File: src/design/sorted_priority_queue_core_assert.svh
// ----------------------------------------------------------------------------
// sorted_priority_queue_core_assert
// assertion macros for the sorted priority queue, empty under synthesis
// ----------------------------------------------------------------------------
`ifndef SORTED_PRIORITY_QUEUE_CORE_ASSERT_SVH
`define SORTED_PRIORITY_QUEUE_CORE_ASSERT_SVH

`ifndef SYNTHESIS

`define SPQ_ASSERT(label, clk, rstn, prop) \
    label: assert property (@(posedge clk) disable iff (!rstn) prop) \
        else $error("spq assertion failed");

`define SPQ_ASSERT_NEXT(label, clk, rstn, pre, post) \
    label: assert property (@(posedge clk) disable iff (!rstn) pre |=> post) \
        else $error("spq assertion failed");

`else

`define SPQ_ASSERT(label, clk, rstn, prop)
`define SPQ_ASSERT_NEXT(label, clk, rstn, pre, post)

`endif

`endif

File: src/design/spq_pkg.sv
// ----------------------------------------------------------------------------
// spq_pkg
// shared types and constants of the sorted priority queue
// ----------------------------------------------------------------------------
package spq_pkg;

    localparam int CAPACITY  = 16;
    localparam int CNT_W     = $clog2(CAPACITY + 1);
    localparam int DATA_W    = 32;
    localparam int OUT_CNT_W = 5;

    localparam logic ACT_ENQ = 1'b0;
    localparam logic ACT_DEQ = 1'b1;

    typedef logic [CNT_W-1:0] count_t;

    typedef struct packed {
        logic signed [DATA_W-1:0] value;
        logic signed [DATA_W-1:0] rank;
    } entry_t;

    typedef struct packed {
        logic   enq;
        logic   deq;
        entry_t new_entry;
    } cell_ctrl_t;

endpackage

File: src/design/spq_cell.sv
// ----------------------------------------------------------------------------
// spq_cell
// one slot of the sorted chain: holds an entry, shifts down on insert and up
// on removal
// ----------------------------------------------------------------------------
module spq_cell (
    input  logic               aclk,
    input  spq_pkg::cell_ctrl_t ctrl,
    input  logic               occupied,
    input  logic               prev_gt,
    input  spq_pkg::entry_t    prev_entry,
    input  spq_pkg::entry_t    succ_entry,
    output logic               gt,
    output spq_pkg::entry_t    entry,
    output spq_pkg::entry_t    entry_next
);
    import spq_pkg::*;

    entry_t entry_reg;

    // empty slots count as greater so a new entry lands at the tail
    assign gt    = !occupied || (entry_reg.rank > ctrl.new_entry.rank);
    assign entry = entry_reg;

    always_comb begin
        entry_next = entry_reg;
        if (ctrl.enq && gt) begin
            entry_next = prev_gt ? prev_entry : ctrl.new_entry;
        end else if (ctrl.deq) begin
            entry_next = succ_entry;
        end
    end

    always_ff @(posedge aclk) begin
        entry_reg <= entry_next;
    end

endmodule

File: src/design/sorted_priority_queue_core.sv
// ----------------------------------------------------------------------------
// sorted_priority_queue_core
// bounded priority queue kept sorted by rank in a chain of slot cells
// ----------------------------------------------------------------------------
// s_ channel: one transfer per item, s_action selects enqueue of
// (s_item_value, s_item_rank) or dequeue of the head entry.
// m_ channel: one result transfer per item showing the queue afterwards:
// head entry (zero when empty), head_valid, entry count and a drop flag
// set when an enqueue met a full queue.
// every slot compares its rank with the incoming one in parallel, then each
// cell takes its own entry, its neighbour's or the new one, and the result
// is registered: it appears on m_ in the cycle after the input transfer, and
// one item per cycle is sustained while the receiver keeps taking results.
// the result sits in an output register; a new item is taken whenever that
// register is empty or being read in the same cycle, so a stalled receiver
// holds the result and stops s_ready until it is taken.
// equal ranks are served in arrival order.
// reset (aresetn low, synchronous) empties the queue and the output register.
// ----------------------------------------------------------------------------
`include "sorted_priority_queue_core_assert.svh"

module sorted_priority_queue_core (
    input  logic                              aclk,
    input  logic                              aresetn,
    input  logic                              s_valid,
    output logic                              s_ready,
    input  logic                              s_action,
    input  logic signed [spq_pkg::DATA_W-1:0] s_item_value,
    input  logic signed [spq_pkg::DATA_W-1:0] s_item_rank,
    output logic                              m_valid,
    input  logic                              m_ready,
    output logic                              m_head_valid,
    output logic signed [spq_pkg::DATA_W-1:0] m_head_value,
    output logic signed [spq_pkg::DATA_W-1:0] m_head_rank,
    output logic [spq_pkg::OUT_CNT_W-1:0]     m_entry_count,
    output logic                              m_dropped
);
    import spq_pkg::*;

    count_t     count_reg, count_next;
    logic       m_valid_reg;
    logic       head_valid_reg;
    entry_t     head_reg, head_next;
    logic [OUT_CNT_W-1:0] cnt_out_reg;
    logic       dropped_reg, dropped_next;
    logic       s_fire, full;
    cell_ctrl_t ctrl;

    logic   [CAPACITY-1:0] occ;
    logic   [CAPACITY-1:0] gt;
    entry_t                cell_q    [CAPACITY];
    entry_t                cell_next [CAPACITY];
    logic [CNT_W+OUT_CNT_W-1:0] cnt_wide;

    assign s_ready = aresetn && (!m_valid_reg || m_ready);
    assign s_fire  = s_valid && s_ready;
    assign full    = (count_reg == CNT_W'(CAPACITY));

    always_comb begin
        ctrl.new_entry.value = s_item_value;
        ctrl.new_entry.rank  = s_item_rank;
        ctrl.enq = s_fire && (s_action == ACT_ENQ) && !full;
        ctrl.deq = s_fire && (s_action == ACT_DEQ) && (count_reg != '0);
        dropped_next = (s_action == ACT_ENQ) && full;
        count_next = count_reg;
        if (ctrl.enq) begin
            count_next = count_reg + CNT_W'(1);
        end else if (ctrl.deq) begin
            count_next = count_reg - CNT_W'(1);
        end
        head_next = (count_next != '0) ? cell_next[0] : '0;
    end

    assign cnt_wide = {{OUT_CNT_W{1'b0}}, count_next};

    for (genvar i = 0; i < CAPACITY; i++) begin : g_cell
        assign occ[i] = (CNT_W'(i) < count_reg);

        spq_cell u_cell (
            .aclk       (aclk),
            .ctrl       (ctrl),
            .occupied   (occ[i]),
            .prev_gt    ((i == 0) ? 1'b0 : gt[(i == 0) ? 0 : i-1]),
            .prev_entry (cell_q[(i == 0) ? 0 : i-1]),
            .succ_entry ((i == CAPACITY-1) ? '0 : cell_q[(i == CAPACITY-1) ? i : i+1]),
            .gt         (gt[i]),
            .entry      (cell_q[i]),
            .entry_next (cell_next[i])
        );
    end

    always_ff @(posedge aclk) begin
        if (!aresetn) begin
            count_reg   <= '0;
            m_valid_reg <= 1'b0;
        end else begin
            count_reg <= count_next;
            if (s_fire) begin
                m_valid_reg <= 1'b1;
            end else if (m_ready) begin
                m_valid_reg <= 1'b0;
            end
        end
    end

    always_ff @(posedge aclk) begin
        if (s_fire) begin
            head_valid_reg <= (count_next != '0);
            head_reg       <= head_next;
            cnt_out_reg    <= cnt_wide[OUT_CNT_W-1:0];
            dropped_reg    <= dropped_next;
        end
    end

    assign m_valid       = m_valid_reg;
    assign m_head_valid  = head_valid_reg;
    assign m_head_value  = head_reg.value;
    assign m_head_rank   = head_reg.rank;
    assign m_entry_count = cnt_out_reg;
    assign m_dropped     = dropped_reg;

    `SPQ_ASSERT(a_count_bound, aclk, aresetn, count_reg <= CNT_W'(CAPACITY))
    `SPQ_ASSERT(a_drop_when_full, aclk, aresetn, (m_valid && m_dropped) |-> full)
    `SPQ_ASSERT(a_head_sorted, aclk, aresetn, occ[1] |-> (cell_q[1].rank >= cell_q[0].rank))
    `SPQ_ASSERT_NEXT(a_enq_grows, aclk, aresetn, ctrl.enq, count_reg == $past(count_reg) + CNT_W'(1))
    `SPQ_ASSERT_NEXT(a_stall_holds, aclk, aresetn, m_valid && !m_ready, m_valid && $stable(m_entry_count))

endmodule
File: config.mk
export PLATFORM = sky130hd
export DESIGN_NAME = sorted_priority_queue_core
export DESIGN_NICKNAME = d
export VERILOG_FILES = /design/src/design/spq_pkg.sv /design/src/design/spq_cell.sv /design/src/design/sorted_priority_queue_core.sv
export VERILOG_INCLUDE_DIRS = /design/src /design/src/design
export SDC_FILE = /design/constraint.sdc
export NUM_CORES = 2
export LEC_CHECK = 0
export BUFFER_PORTS_ARGS = -buffer_cell sky130_fd_sc_hd__clkbuf_2
export CAP_MARGIN = 40
export CORE_MARGIN = 2
export CORE_UTILIZATION = 36
export CTS_BUF_LIST = sky130_fd_sc_hd__clkbuf_8
export CTS_CLUSTER_DIAMETER = 100
export DETAILED_ROUTE_END_ITERATION = 10
export SYNTH_ARGS = -nofsm -noshare
export SYNTH_HDL_FRONTEND = slang
export SYNTH_HIERARCHICAL = 1
export SYNTH_SLANG_ARGS = --single-unit
File: constraint.sdc
create_clock -name aclk -period 9.85 [get_ports aclk]
set_clock_uncertainty 0.2 [all_clocks]
set_input_delay 0.985 -clock aclk [delete_from_list [all_inputs] [get_ports aclk]]
set_output_delay 0.985 -clock aclk [all_outputs]
set_load 0.05 [all_outputs]
-- Word level (Yosys, flattened, before mapping)
Index checks and enable logic that the tools add are counted.
Widths: inputs -> output; s select.
- register bits: 1101
- bits in latches: 0
- output and inout bits: 73
- memories kept: 0
- memory bits (read-only): 0
- bits in writable memories: 0
- logic and storage cells: 202
- div/mod/pow operators: 0
- reduce and logical (&&, ||, !) cells: 76
- shift-type cells: 0
- mux-type cells: 51
- equal/unequal tests: 1
- add/sub/neg operators: 2
- magnitude comparators: 32
- bitwise gates (word level): 1
- $mul: 0
- operator list (cell ; number):
    $mux 64 ; 47
    $gt 32x32->1 ; 16
    $lt 4x5->1 const A ; 8
    $reduce_bool 2->1 ; 16
    $logic_and 1x1->1 ; 23
    $lt 3x5->1 const A ; 4
    $logic_not 1->1 ; 18
    $logic_or 1x1->1 ; 17
    $lt 1x5->1 const A ; 2
    $lt 2x5->1 const A ; 2
    $mux 5 ; 2
    $reduce_bool 5->1 ; 2
    $add 5x1->5 const B ; 1
    $eq 5x5->1 const B ; 1
    $sub 5x1->5 const B ; 1
    $mux 1 ; 2
    $not 1->1 ; 1

-- Logic depth before layout (Yosys ltp)
- word-level depth: 9
- depth in mapped cells: 14

-- By module
Netlist, hierarchy kept.
- modules (own cells, without submodules) (module ; cells an instance ; sequential area each (µm²) ; area each (µm²) ; times used):
    spq_cell ; 400 ; 1281.2 ; 4256.6 ; 16
    sorted_priority_queue_core ; 257 ; 2252.2 ; 3560.9 ; 1

-- Worst setup path before layout
No wires, ideal clock.
- path kind: in2reg
- start point: input s_valid
- end point: register head_reg, in the netlist m_head_rank[17], data pin
- buffers on the path: 2
- stages: 12
- arrival time: 5.100 ns
- slack: 4.396 ns
- path through: and2_1 nand2_1 inv_1 nand2_1 nor2_1 o311a_1 o21ai_0 o311ai_1 buf_6 buf_12 mux2i_1 a21boi_0
- RTL lines (item ; RTL line ; text):
    start: declaration ; sorted_priority_queue_core.sv:25 ; input logic s_valid,
    end signal: assignment ; sorted_priority_queue_core.sv:109 ; head_reg <= head_next;
    end: declaration ; sorted_priority_queue_core.sv:43 ; entry_t head_reg, head_next;

==> results.py <==
metrics = {
    "min_path": {
        "hp-start": "aresetn",
        "min_path_type": "input pin to register",
    },
    "clock_network": {
        "cts_root_buffer": "clkbuf_8",
        "cts_tree": "built",
        "cts-buffers-inserted": 195,
        "clock_path_buffers": 3,
        "cts_htree_levels": 4,
        "clk_latency_ns": 0.98,
        "cts.sinks": 1101,
        "postCtsResizedCells": 0,
        "clk_pin_slew_ns": 0.06,
    },
    "worst_setup_path": {
        "critPathLaunchType": "input pin",
        "arrival_ns": 5.84,
        "crit-reg2reg-launch": "count_reg[0]",
        "max_stage_delay_ns": 0.62,
        "crit_fanout": 27,
        "cp-startpoint": "s_valid",
        "critical-path-top-delay-family": "buffers and inverters",
        "worstSetupPathType": "input pin to register",
        "cp_slowest_cell": "buf_4",
        "critPathCaptureType": "register",
        "path_cells": "dlygate4sd3_1 -> clkbuf_2 -> and2_1 -> nand2_1 -> inv_4 -> nand2_1 -> nor2_2 -> buf_4 -> o311a_1 -> o21ai_0 -> o311ai_4 -> buf_4 -> buf_4 -> mux2i_1 -> a21boi_1",
        "required_ns": 10.45,
        "cp_num_buf_inv": 6,
        "cpMostUsedCell": "buf_4",
    },
    "final_layout": {
        "synthToLayoutAreaGrowth_pct": 9.31,
        "fin_area_sq_mm": 0.0783,
        "layout-drive-gt1-share_pct": 9.03,
        "nets": 7393,
        "largest_reg_flops": 1024,
    },
    "detailed_routing": {
        "viasPerCell": 5.23,
        "wl_um": 186000,
        "first_pass_iters": 5,
        "num_vias": 50200,
        "drc": 0,
        "drtAntennaViolNets": 0,
        "post_drt_wl_per_cell_um": 19.4,
        "dr.first_iter.drc_count": 2043,
    },
    "sta": {
        "fin_crit_sh_pct": 53.2,
        "tns_ns": 0,
        "finalMaxSlewViolations": 0,
        "finalSetupViolCount": 0,
        "max_freq_mhz": 191,
        "post-route-min-period_ns": 5.24,
        "final-hold-violation-count": 0,
        "grt_setup_unrepaired": "no",
        "holdWs_ns": 0.132,
        "tightest_slew_ns": 0.969,
        "timing.slew.headroom_pct": 35.4,
    },
    "logic_synthesis": {
        "syn_inst": 6653,
        "yosys_warnings": 6,
        "syn_area_sq_mm": 0.0716,
        "synth_area_per_cell_sq_um": 10.8,
    },
    "die": {
        "core_area_sq_mm": 0.198,
        "dieHeight_um": 450,
        "ios": 142,
        "die_area_sq_mm": 0.203,
        "die_x_um": 450,
        "initial_core_util_pct": 36.2,
        "row_count": 163,
    },
    "power_and_ir_drop": {
        "powerDensity_mw_per_mm2": 248,
        "leakage_nw": 36.4,
        "vdd_drop_max_mv": 0.174,
    },
    "global_route": {
        "antenna_found_initial": 7,
        "grt.overflow.total": 0,
        "grt_pass1_vias": 53400,
        "grt_usage_pct": 17.9,
        "grt_pass1_wl_um": 294000,
        "grt_max_degree": 121,
    },
    "outcome": {
        "status": "complete, no violations",
    },
    "place": {
        "post-dp-hpwl_um": 131000,
        "portBuffers": 141,
        "gp_congestion": 0.820,
        "place_area_sq_mm": 0.0744,
    },
    "run": {
        "timing.max_cap.violations": 0,
    },
}
## stage by stage
| stage | power [mW] | utilization (%) | setup slack [ns] | std cells |
|---|---|---|---|---|
| floorplan | 13.3 | - | 4.40 | 6717 |
| global placement | 14.8 | 37.4 | 3.99 | 9231 |
| detailed placement | 15.2 | 37.6 | 4.20 | 9250 |
| CTS | 19.6 | 39.6 | 4.80 | 9604 |
| global route | 20.9 | 39.6 | 4.49 | 9606 |
| finish | 19.4 | 39.6 | 4.61 | 9606 |
## path summary, 6_finish.rpt
kind | end | slack [ns] | cells after the start
worst min register to register | g_cell[9].u_cell/entry[56] | 0.32 | 2
worst max register to register | m_head_value[29] | 4.78 | 15
worst min-delay path | m_valid | 0.13 | 2
worst max-delay path | m_head_value[29] | 4.61 | 15
## what timing repair did
action | 4_1_cts | 5_1_grt
hold endpoints to repair | 1 | 0
hold buffers | 1 | 0
buffers inserted | 0 | 0
## cell type report
cell class | count | area (sq um)
fill | 19200 | 119000
clock buffer | 238 | 3280
antenna | 2 | 5.00
sequential | 1101 | 22800
tap | 2640 | 3300
clock inverter | 115 | 634
multi-input combinational | 4691 | 44300
timing repair buffer | 252 | 1910
inverter | 567 | 2130
## report_power, final
part	internal, mW	total [mW]	switching, mW
clock network	2.25	4.30	2.05
logic	3.37	7.06	3.69
registers	6.39	8.08	1.69
total	12.0	19.4	7.43
## worst reg2reg max path: stages (launching register included)
cell,delay [ns]
dfxtp_1,0.30
buf_4,0.19
inv_1,0.17
ha_1,0.29
nor3b_2,0.20
nand2_1,0.18
nand2_1,0.08
nor2_2,0.52
buf_4,0.44
o311a_1,0.28
o21ai_0,0.15
o311ai_4,0.24
buf_4,0.62
buf_4,0.57
mux2i_1,0.30
a21boi_1,0.19
## layout by cell type (no fill, tap or decap), types with 19 or more instances in the layout
| cell type | instances |
|---|---|
| edfxtp_1 | 71 |
| mux2i_1 | 3072 |
| conb_1 | 65 |
| nand2_1 | 157 |
| a21boi_2 | 19 |
| nor3_1 | 48 |
| nor2b_1 | 20 |
| clkbuf_8 | 238 |
| clkbuf_2 | 141 |
| buf_4 | 85 |
| nand4_1 | 114 |
| a21oi_1 | 257 |
| o21ai_1 | 48 |
| a21boi_1 | 30 |
| dfxtp_1 | 1030 |
| o211ai_1 | 33 |
| inv_1 | 645 |
| nand3_1 | 48 |
| o21ai_0 | 38 |
| ha_1 | 516 |
## routing by layer
metal	vias to the layer above	track usage, %	routed length (um)
met4	4	6.01	5170
met1	24600	22.0	84300
li1	24700	-	-
met3	296	2.72	5580
met2	625	31.6	90900
met5	-	0	24
(Power assumes the default switching activity.)
